**src/rtl/core/fts_pkg.sv**
```systemverilog
`timescale 1ns / 1ps
package fts_pkg;

    localparam int DEF_TASK_SLOTS = 16;
    localparam int TPU_W          = 10;
    localparam int UNITS_W        = 16;
    localparam int TICKS_W        = 32;
    localparam logic [TPU_W-1:0] TPU_RESET = 10'd100;

    typedef enum logic [1:0] {
        OP_CREATE    = 2'd0,
        OP_SLEEP     = 2'd1,
        OP_TERMINATE = 2'd2,
        OP_TICK      = 2'd3
    } op_t;

    typedef enum logic [1:0] {
        ST_OK      = 2'd0,
        ST_NO_SLOT = 2'd1,
        ST_IMAGE   = 2'd2,
        ST_NO_RUN  = 2'd3
    } status_t;

    typedef enum logic [1:0] {
        SLOT_FREE     = 2'd0,
        SLOT_READY    = 2'd1,
        SLOT_SLEEPING = 2'd2,
        SLOT_DONE     = 2'd3
    } slot_state_t;

    // Countdown unit: request and result between sequencer and decrementer.
    typedef struct packed {
        logic [TICKS_W-1:0] value;
    } cnt_req_t;

    typedef struct packed {
        logic               expire;
        logic [TICKS_W-1:0] value;
    } cnt_rsp_t;

endpackage

```
**src/rtl/core/fts_count_unit.sv**
```systemverilog
`timescale 1ns / 1ps
// Shared countdown ALU: one compare and decrement per use.
module fts_count_unit
    import fts_pkg::*;
(
    input  cnt_req_t req,
    output cnt_rsp_t rsp
);

    always_comb
    begin
        rsp.expire = (req.value <= TICKS_W'(1));
        rsp.value  = rsp.expire ? '0 : req.value - TICKS_W'(1);
    end

endmodule

```
**src/rtl/core/fts_seq.sv**
```systemverilog
`timescale 1ns / 1ps
// Scheduler sequencer: slot scan, queue updates, sleep list walk.
module fts_seq
    import fts_pkg::*;
#(
    parameter int TASK_SLOTS = DEF_TASK_SLOTS
)
(
    input  logic               clk,
    input  logic               rst_n,
    input  logic               start,
    input  logic [1:0]         op_in,
    input  logic [UNITS_W-1:0] units_in,
    input  logic               image_in,
    input  logic [TPU_W-1:0]   tpu,
    output logic               busy,
    output logic               done,
    output logic [1:0]         status,
    output logic [3:0]         new_id,
    output logic               run_valid,
    output logic [3:0]         run_id,
    output logic [4:0]         woken
);

    localparam int SW = (TASK_SLOTS > 1) ? $clog2(TASK_SLOTS) : 1;
    localparam int CW = $clog2(TASK_SLOTS + 1);

    typedef enum logic [2:0] {
        S_IDLE, S_SCAN, S_MUL, S_TICK, S_TICKWR, S_DONE
    } state_t;

    state_t state_reg;
    slot_state_t slot_reg [TASK_SLOTS];
    logic [SW-1:0] rq_reg [TASK_SLOTS];
    logic [SW-1:0] so_reg [TASK_SLOTS];
    logic [TICKS_W-1:0] rem_reg [TASK_SLOTS];
    logic [SW-1:0] head_reg;
    logic [CW-1:0] rcnt_reg, scnt_reg, idx_reg, kept_reg;
    logic [UNITS_W-1:0] units_reg;
    logic image_reg;
    logic [SW-1:0] slot_sel_reg;
    logic [TICKS_W-1:0] rem_rd_reg;
    logic [4:0] woken_reg;
    logic [1:0] status_reg;
    logic [3:0] new_id_reg;

    cnt_req_t creq;
    cnt_rsp_t crsp;
    logic [CW:0]   tail_sum;
    logic [SW-1:0] tail_idx;
    logic [SW-1:0] head_inc;
    logic [SW-1:0] cur_slot;

    assign creq.value = rem_rd_reg;
    fts_count_unit u_cnt (.req(creq), .rsp(crsp));

    // circular queue indexes wrap at TASK_SLOTS
    assign tail_sum = (CW+1)'(head_reg) + (CW+1)'(rcnt_reg);
    assign tail_idx = (tail_sum >= (CW+1)'(TASK_SLOTS)) ?
                      SW'(tail_sum - (CW+1)'(TASK_SLOTS)) : SW'(tail_sum);
    assign head_inc = (head_reg == SW'(TASK_SLOTS - 1)) ? '0 : head_reg + 1'b1;
    assign cur_slot = so_reg[idx_reg[SW-1:0]];

    assign busy      = (state_reg != S_IDLE);
    assign done      = (state_reg == S_DONE);
    assign status    = status_reg;
    assign new_id    = new_id_reg;
    assign run_valid = (rcnt_reg != '0);
    assign run_id    = (rcnt_reg != '0) ? 4'(rq_reg[head_reg]) : 4'd0;
    assign woken     = woken_reg;

    always_ff @(posedge clk or negedge rst_n)
    begin
        if (!rst_n)
        begin
            state_reg <= S_IDLE;
            head_reg  <= '0;
            rcnt_reg  <= '0;
            scnt_reg  <= '0;
            for (int i = 0; i < TASK_SLOTS; i++)
                slot_reg[i] <= SLOT_FREE;
        end
        else
        begin
            case (state_reg)
                S_IDLE:
                begin
                    if (start)
                    begin
                        units_reg  <= units_in;
                        image_reg  <= image_in;
                        idx_reg    <= '0;
                        kept_reg   <= '0;
                        woken_reg  <= '0;
                        status_reg <= ST_OK;
                        new_id_reg <= '0;
                        case (op_t'(op_in))
                            OP_CREATE: state_reg <= S_SCAN;
                            OP_TICK:   state_reg <= S_TICK;
                            default:
                            begin
                                if (rcnt_reg == '0)
                                begin
                                    status_reg <= ST_NO_RUN;
                                    state_reg  <= S_DONE;
                                end
                                else
                                begin
                                    slot_sel_reg <= rq_reg[head_reg];
                                    head_reg <= head_inc;
                                    rcnt_reg <= rcnt_reg - 1'b1;
                                    if (op_t'(op_in) == OP_TERMINATE)
                                    begin
                                        slot_reg[rq_reg[head_reg]] <= SLOT_DONE;
                                        state_reg <= S_DONE;
                                    end
                                    else
                                        state_reg <= S_MUL;
                                end
                            end
                        endcase
                    end
                end
                // one slot per cycle, lowest free first
                S_SCAN:
                begin
                    if (idx_reg == CW'(TASK_SLOTS))
                    begin
                        status_reg <= ST_NO_SLOT;
                        state_reg  <= S_DONE;
                    end
                    else if (slot_reg[idx_reg[SW-1:0]] == SLOT_FREE)
                    begin
                        if (!image_reg)
                            status_reg <= ST_IMAGE;
                        else
                        begin
                            slot_reg[idx_reg[SW-1:0]] <= SLOT_READY;
                            rq_reg[tail_idx] <= idx_reg[SW-1:0];
                            rcnt_reg   <= rcnt_reg + 1'b1;
                            new_id_reg <= 4'(idx_reg);
                        end
                        state_reg <= S_DONE;
                    end
                    else
                        idx_reg <= idx_reg + 1'b1;
                end
                // countdown load, sleeper appended to list tail
                S_MUL:
                begin
                    if (scnt_reg < CW'(TASK_SLOTS))
                    begin
                        slot_reg[slot_sel_reg] <= SLOT_SLEEPING;
                        rem_reg[slot_sel_reg]  <= TICKS_W'(units_reg) * TICKS_W'(tpu);
                        so_reg[scnt_reg[SW-1:0]] <= slot_sel_reg;
                        scnt_reg <= scnt_reg + 1'b1;
                    end
                    state_reg <= S_DONE;
                end
                // fetch next sleeper countdown
                S_TICK:
                begin
                    if (idx_reg >= scnt_reg)
                    begin
                        scnt_reg  <= kept_reg;
                        state_reg <= S_DONE;
                    end
                    else
                    begin
                        slot_sel_reg <= cur_slot;
                        rem_rd_reg   <= rem_reg[cur_slot];
                        state_reg    <= S_TICKWR;
                    end
                end
                // decrement through shared unit, wake or compact
                S_TICKWR:
                begin
                    rem_reg[slot_sel_reg] <= crsp.value;
                    if (crsp.expire)
                    begin
                        slot_reg[slot_sel_reg] <= SLOT_READY;
                        if (rcnt_reg < CW'(TASK_SLOTS))
                        begin
                            rq_reg[tail_idx] <= slot_sel_reg;
                            rcnt_reg <= rcnt_reg + 1'b1;
                        end
                        woken_reg <= woken_reg + 1'b1;
                    end
                    else
                    begin
                        so_reg[kept_reg[SW-1:0]] <= slot_sel_reg;
                        kept_reg <= kept_reg + 1'b1;
                    end
                    idx_reg   <= idx_reg + 1'b1;
                    state_reg <= S_TICK;
                end
                S_DONE:
                    state_reg <= S_IDLE;
                default:
                    state_reg <= S_IDLE;
            endcase
        end
    end

endmodule

```
**src/rtl/core/fifo_task_scheduler_with_sleep_core.sv**
```systemverilog
`timescale 1ns / 1ps
// Channel   Dir  Fields (lsb first)
// s_axis    in   tdata: operation[1:0], sleep_units[17:2], image_ok[18]
// m_axis    out  tdata: status[1:0], new_task_id[5:2], running_valid[6],
//                       running_id[10:7], woken_count[15:11]
// cfg       in   cfg_data: ticks_per_unit[9:0]
//
// Create scans the slots one per cycle, lowest free first.
// Tick fetches and decrements each sleeper in turn through the shared countdown unit.
// s_axis_tready is low while an item runs.
// A result waits in the output register; no new item is taken until it leaves.
// Reset frees all slots and empties both lists; ticks_per_unit returns to 100.
module fifo_task_scheduler_with_sleep_core
    import fts_pkg::*;
#(
    parameter int TASK_SLOTS = DEF_TASK_SLOTS
)
(
    input  logic        clk,
    input  logic        rst_n,
    input  logic        s_axis_tvalid,
    output logic        s_axis_tready,
    input  logic [23:0] s_axis_tdata,   // operation, sleep_units, image_ok
    output logic        m_axis_tvalid,
    input  logic        m_axis_tready,
    output logic [15:0] m_axis_tdata,   // status, new_task_id, running_valid,
                                        // running_id, woken_count
    input  logic        cfg_valid,
    output logic        cfg_ready,
    input  logic [15:0] cfg_data        // ticks_per_unit
);

    logic [TPU_W-1:0] tpu_reg;
    logic busy, done, run_valid, start;
    logic [1:0] status;
    logic [3:0] new_id, run_id;
    logic [4:0] woken;
    logic       mvalid_reg;
    logic [15:0] mdata_reg;
    logic [7:0] unused_in;

    assign unused_in = s_axis_tdata[23:16];
    assign cfg_ready = 1'b1;
    assign s_axis_tready = !busy && !(mvalid_reg && !m_axis_tready);
    assign start = s_axis_tvalid && s_axis_tready;

    // config register
    always_ff @(posedge clk or negedge rst_n)
    begin
        if (!rst_n)
            tpu_reg <= TPU_RESET;
        else if (cfg_valid)
            tpu_reg <= cfg_data[TPU_W-1:0];
    end

    fts_seq #(.TASK_SLOTS(TASK_SLOTS)) u_seq (
        .clk(clk), .rst_n(rst_n), .start(start),
        .op_in(s_axis_tdata[1:0]), .units_in(s_axis_tdata[17:2]),
        .image_in(s_axis_tdata[18]), .tpu(tpu_reg),
        .busy(busy), .done(done), .status(status), .new_id(new_id),
        .run_valid(run_valid), .run_id(run_id), .woken(woken)
    );

    // output register; sequencer returns from DONE to IDLE unconditionally, so hold it
    always_ff @(posedge clk or negedge rst_n)
    begin
        if (!rst_n)
            mvalid_reg <= 1'b0;
        else if (done)
        begin
            mvalid_reg <= 1'b1;
            mdata_reg  <= {woken, run_id, run_valid, new_id, status};
        end
        else if (m_axis_tready)
            mvalid_reg <= 1'b0;
    end

    assign m_axis_tvalid = mvalid_reg;
    assign m_axis_tdata  = mdata_reg;

endmodule

```
**config.mk**
```make
export PLATFORM = sky130hd
export DESIGN_NAME = fifo_task_scheduler_with_sleep_core
export DESIGN_NICKNAME = d
export VERILOG_FILES = /design/src/rtl/core/fts_pkg.sv /design/src/rtl/core/fts_count_unit.sv /design/src/rtl/core/fts_seq.sv /design/src/rtl/core/fifo_task_scheduler_with_sleep_core.sv
export SDC_FILE = /design/constraint.sdc
export NUM_CORES = 2
export LEC_CHECK = 0
export ABC_AREA = 1
export BUFFER_PORTS_ARGS = -buffer_cell sky130_fd_sc_hd__buf_2
export CAP_MARGIN = 20
export CORE_ASPECT_RATIO = 0.9
export CORE_MARGIN = 5
export CORE_UTILIZATION = 55
export DETAILED_ROUTE_END_ITERATION = 16
export PLACE_DENSITY = 0.69
export SLEW_MARGIN = 20
export SYNTH_ARGS = -nofsm -noshare
export SYNTH_HDL_FRONTEND = slang
export SYNTH_SLANG_ARGS = --single-unit
```
**constraint.sdc**
```tcl
create_clock -name clk -period 9.1 [get_ports clk]
set_clock_uncertainty 0.05 [all_clocks]
set_input_delay 1.82 -clock clk [delete_from_list [all_inputs] [get_ports clk]]
set_output_delay 1.82 -clock clk [all_outputs]
set_load 0.03 [all_outputs]
```
Word level (Yosys, flattened, before mapping)
Memory sizes are Yosys's and may differ from the RTL's. A register that Yosys moved wholly into a read port is not among the register bits.
Index checks and enable logic that the tools add are counted.
- $add $sub $neg: 10
- multiply operators: 1
- $lt $le $gt $ge: 11
- equality and inequality tests: 25
- mux-type cells: 92
- bitwise logic cells: 18
- reduce and logical (&&, ||, !) cells: 43
- operators by type and width (cell ; number):
    two-way mux 32 bit ; 11
    one-hot mux 32 bit (4 select lines) ; 1
    two-way mux 5 bit ; 15
    two-way mux 4 bit ; 14
    AND 16 bit ; 3
    inverter 16 bit ; 3
    bitwise OR 16 bit ; 3
    <= comparator 32 x 1 -> 1 bit (second input constant) ; 1
    bitwise OR 32 bit ; 1
    subtractor 32 x 1 -> 32 bit (second input constant) ; 1
    one-hot mux 5 bit (2 select lines) ; 3
    one-hot mux 5 bit (3 select lines) ; 2
    multiplier 16 x 10 -> 26 bit ; 1
    adder 5 x 1 -> 5 bit (second input constant) ; 5
    demux 2 bit (select 4 bit) ; 3
    two-way mux 2 bit ; 11
    two-way mux 1 bit ; 21
    one-hot mux 4 bit (2 select lines) ; 2
    >= comparator 5 bit (second input constant) ; 3
    less-than comparator 5 x 1 -> 1 bit (second input constant) ; 3
    two-way mux 3 bit ; 5
    inverter 4 -> 5 bit ; 3
    one-hot mux 3 bit (5 select lines) ; 1
    inequality test 2 x 1 -> 1 bit (second input constant) ; 7
    other kinds (39) ; 77
- flip-flop bits (word level): 118
- memory bits (writable): 640
- bits of input ports: 45
- memories kept: 3
- memory list (name ; depth ; bits a word ; rd ports ; clocked after memory_dff ; write ports ; line ; source):
    u_seq.rem_reg ; 16 ; 32 ; 1 ; 1 ; 1 ; fts_seq.sv:36 ; logic [TICKS_W-1:0] rem_reg [TASK_SLOTS];
    u_seq.rq_reg ; 16 ; 4 ; 1 ; 0 ; 1 ; fts_seq.sv:34 ; logic [SW-1:0] rq_reg [TASK_SLOTS];
    u_seq.so_reg ; 16 ; 4 ; 1 ; 1 ; 1 ; fts_seq.sv:35 ; logic [SW-1:0] so_reg [TASK_SLOTS];

Logic depth before layout (Yosys ltp)
An unclocked memory read counts as a cell.
- word-level depth: 12
- gate-level depth with buffers: 25

Modules after synthesis
Synthesis repeated with hierarchy kept, for this count alone.
- cell total of the unflattened synthesis: 4476
- area, all modules: 42579.6 um^2
- by module, submodules not included (module ; instances ; cells an instance ; area an instance (um^2)):
    fts_seq ; 1 ; 4165 ; 40486.3
    fts_count_unit ; 1 ; 239 ; 1096.1
    fifo_task_scheduler_with_sleep_core ; 1 ; 72 ; 997.2

Least setup slack after synthesis
No wires, ideal clock.
- path type: flip-flop to flip-flop
- start: register tpu_reg[6]
- end: memory u_seq.rem_reg[0][16] (data pin)
- library setup time: 0.330 ns
- arrival: 5.255 ns
- required time: 8.720 ns
- setup slack: 3.465 ns
- stages on the path, launching flop included: 21
- buffers on the path: 2
- period minus slack after synthesis: 5.635 ns
- cell sequence: dfstp_2 clkbuf_1 clkbuf_1 nand2_1 fa_1 fa_1 inv_1 fa_1 fa_1 inv_1 fa_1 inv_1 ha_1 a21oi_1 nor2_1 nor2_1 o21bai_1 o21bai_1 a21oi_1 o21ai_0 o21ai_0
- cells in the longest elaborated chain, start to end: 2
- ends and longest elaborated chain (item ; line ; source):
    start: declaration ; fifo_task_scheduler_with_sleep_core.sv:33 ; logic [TPU_W-1:0] tpu_reg;
    start signal: assignment ; fifo_task_scheduler_with_sleep_core.sv:53 ; tpu_reg <= cfg_data[TPU_W-1:0];
    multiplier 16 x 10 -> 26 bit ; fts_seq.sv:154 ; rem_reg[slot_sel_reg] <= TICKS_W'(units_reg) * TICKS_W'(tpu);
    two-way mux 32 bit (no line) ; -- ;
    end: declaration ; fts_seq.sv:36 ;
No other way between the ends.

Final worst setup path
- start: register tpu_reg[3]
- end: memory u_seq.rem_reg[12][10] (data pin)
Same word-level chain as after synthesis.

==> impl_metrics.env <==
export IMPL_outcome="complete, no violations"
export IMPL_setup_tns_ns=0
export IMPL_worst_pin_slew_ns=1.17
export IMPL_fin_crit_sh_pct=69.1
export IMPL_wire_per_inst_um=19.1
export IMPL_track_usage_pct=25.2
export IMPL_clk_latency_ns=0.66
export IMPL_syn_avg_cell_area_um2=9.62
export IMPL_ios=64
export IMPL_ys_ff_latch=794
export IMPL_dpl_hpwl_um=59900
export IMPL_crit_required_ns=9.33
export IMPL_vias=30100
export IMPL_firstDrtPassIters=6
export IMPL_fin_ws_ns=2.81
export IMPL_clock_fmax_ghz=0.159
export IMPL_synth_edf_count=730
export IMPL_cap_violations=0
export IMPL_grt_max_degree=213
export IMPL_post_cts_resized=0
export IMPL_cp_max_fo=17
export IMPL_dieArea_mm2=0.0820
export IMPL_cts_max_level=3
export IMPL_setup_violations=0
export IMPL_die_w_um=301
export IMPL_cts_sink_count=794
export IMPL_post_route_min_period_ns=6.29
export IMPL_areaGrowthSynthToFinish_pct=9.30
export IMPL_cts_buffers_inserted=84
export IMPL_yosysSeqAreaShare_pct=55.9
export IMPL_synth_main_ff_cell="edfxtp_1"
export IMPL_ant_nets=0
export IMPL_async_flop_share_pct=7.56
export IMPL_die_y_um=272
export IMPL_grt_pass1_vias=28800
export IMPL_yosysWarnings=0
export IMPL_netlist_area_mm2=0.0420
export IMPL_worst_ep_arrival_time_ns=6.52
export IMPL_pre_cts_ws_ns=2.89
export IMPL_ys_types=52
export IMPL_drc=0
export IMPL_via_per_inst=5.54
export IMPL_grt_pass1_wl_um=162000
export IMPL_rsz0062_at_grt="false"
export IMPL_slew_viol_final=0
export IMPL_largest_register_ffs=512
export IMPL_slew_headroom_pct=21.9
export IMPL_final_util_pct=60.4
export IMPL_cts_root_buf="clkbuf_16"
export IMPL_clk_path_buf_depth=3
export IMPL_crit_path_end_kind="flop"
export IMPL_core_mm2=0.0760
export IMPL_hold_class="flop to flop"
export IMPL_cts_tree="done"
export IMPL_start_util_pct=55.3
export IMPL_rows=96
export IMPL_clkTransAtPathRegs_ns=0.06
export IMPL_cp_start_kind="flop"
export IMPL_path_class="flop to flop"
export IMPL_cts_hold_buffers=0
export IMPL_hold_violations=0
export IMPL_drtIter0Drc=3201
export IMPL_n_antenna_cell=0
export IMPL_grt_overflow=0
export IMPL_finalWeightedCongestion=0.903
export IMPL_drive_above_1_share_pct=6.80
export IMPL_io_buffers=51
export IMPL_nNetsFinal=4585
export IMPL_finalWirelength_um=104000
export IMPL_post_cts_buffers=0
export IMPL_synthesis_nets=4607
export IMPL_antenna_found_initial=0
export IMPL_syn_inst=4366
[path summary, 6_finish.rpt]
path	from	end	slack, ns	cells after the start
worst max-delay path	tpu_reg[3]	u_seq.rem_reg[12][10]	2.81	16
worst min-delay path	u_seq.new_id[3]	m_axis_tdata[5]	0.37	0
worst max register to register	tpu_reg[3]	u_seq.rem_reg[12][10]	2.81	16
worst min register to register	u_seq.new_id[3]	m_axis_tdata[5]	0.37	0
max in group asynchronous	rst_n	tpu_reg[0]	6.86	2
min in group asynchronous	rst_n	u_seq.rcnt_reg[3]	1.05	1
[cells by family (layout without fill, tap and decap cells)]
kind of cell / count (synthesis) / count (layout) / synth area share, %
buffers and inverters: 830 / 873 / 8.01
and+or+nand+nor: 2207 / 2207 / 23.4
adders and majority gates: 196 / 196 / 7.84
muxes: 10 / 10 / 0.268
xor gates and xnor gates: 44 / 44 / 0.917
other: 1 / 1 / 0.00893
DFF: 794 / 794 / 55.9
AOI/OAI and AO/OA: 284 / 284 / 3.66
[critical path, stage by stage (launching register included)]
cell and delay, ns:
dfrtp_1 0.79, nand2_1 0.17, fa_1 0.57, inv_1 0.05, fa_1 0.46, ha_1 0.33, fa_1 0.54, inv_1 0.05
fa_1 0.53, inv_1 0.04, ha_1 0.35, a21oi_1 0.21, a21boi_0 0.46, o21ai_0 0.31, nand2_1 0.12, nand2_1 0.05
o22ai_1 0.82
[per-layer routing]
layer	GRT usage, %	wire length [um]	vias to the layer above
li1	-	-	14300
met1	36.1	44200	14400
met2	41.4	49100	1196
met3	3.08	7870	185
met4	6.59	2640	0
met5	0	0	-
[through the flow]
step | std cells | instance area [um^2] | hold WS [ns]
after global placement | 5284 | 43100 | 0.359
after detailed placement | 5286 | 43200 | 0.362
final | 5438 | 45900 | 0.371
after global routing | 5438 | 45900 | 0.388
after floorplan | 4366 | 42000 | 0.350
after CTS | 5437 | 45900 | 0.370
[placed cells by master, fill, tap and decap left out, types with 15 or more instances in the layout]
cell	netlist	layout
ha_1	84	84
clkbuf_1	63	18
nor2_1	227	209
nand3b_1	160	160
xnor2_1	15	15
nand3_1	601	601
a21oi_1	103	103
dfrtp_1	57	57
buf_2	135	51
edfxtp_1	730	730
inv_1	597	595
clkbuf_16	0	84
nand2_1	1163	1160
o21ai_0	128	124
nor2_4	3	20
buf_4	11	54
fa_1	112	112
xor2_1	29	29
clkinv_1	3	18
[Yosys cell counts, types with 12 or more instances]
cell type / instances / area [um^2]
nand3b_1: 160 / 1200
xor2_1: 29 / 254
clkbuf_1: 63 / 236
xnor2_1: 15 / 131
nor2_1: 227 / 852
o21ai_0: 128 / 641
nand2_1: 1163 / 4370
buf_2: 135 / 676
edfxtp_1: 730 / 21900
dfrtp_1: 57 / 1430
ha_1: 84 / 1050
nand4_1: 14 / 87.6
inv_1: 597 / 2240
a21oi_1: 103 / 515
nor3_1: 12 / 60.1
fa_1: 112 / 2240
nand3_1: 601 / 3010
[cell type report]
cell class,instances,area (um^2)
Fill cell,6236,30100
Clock inverter,46,529
Clock buffer,105,2210
Multi-Input combinational cell,2742,15300
Sequential cell,794,23500
Tap cell,1029,1290
Inverter,612,2300
Timing Repair Buffer,110,756
Power is not shown: default switching activity piles up to over one toggle a cycle in this logic, so the estimate is an artifact.
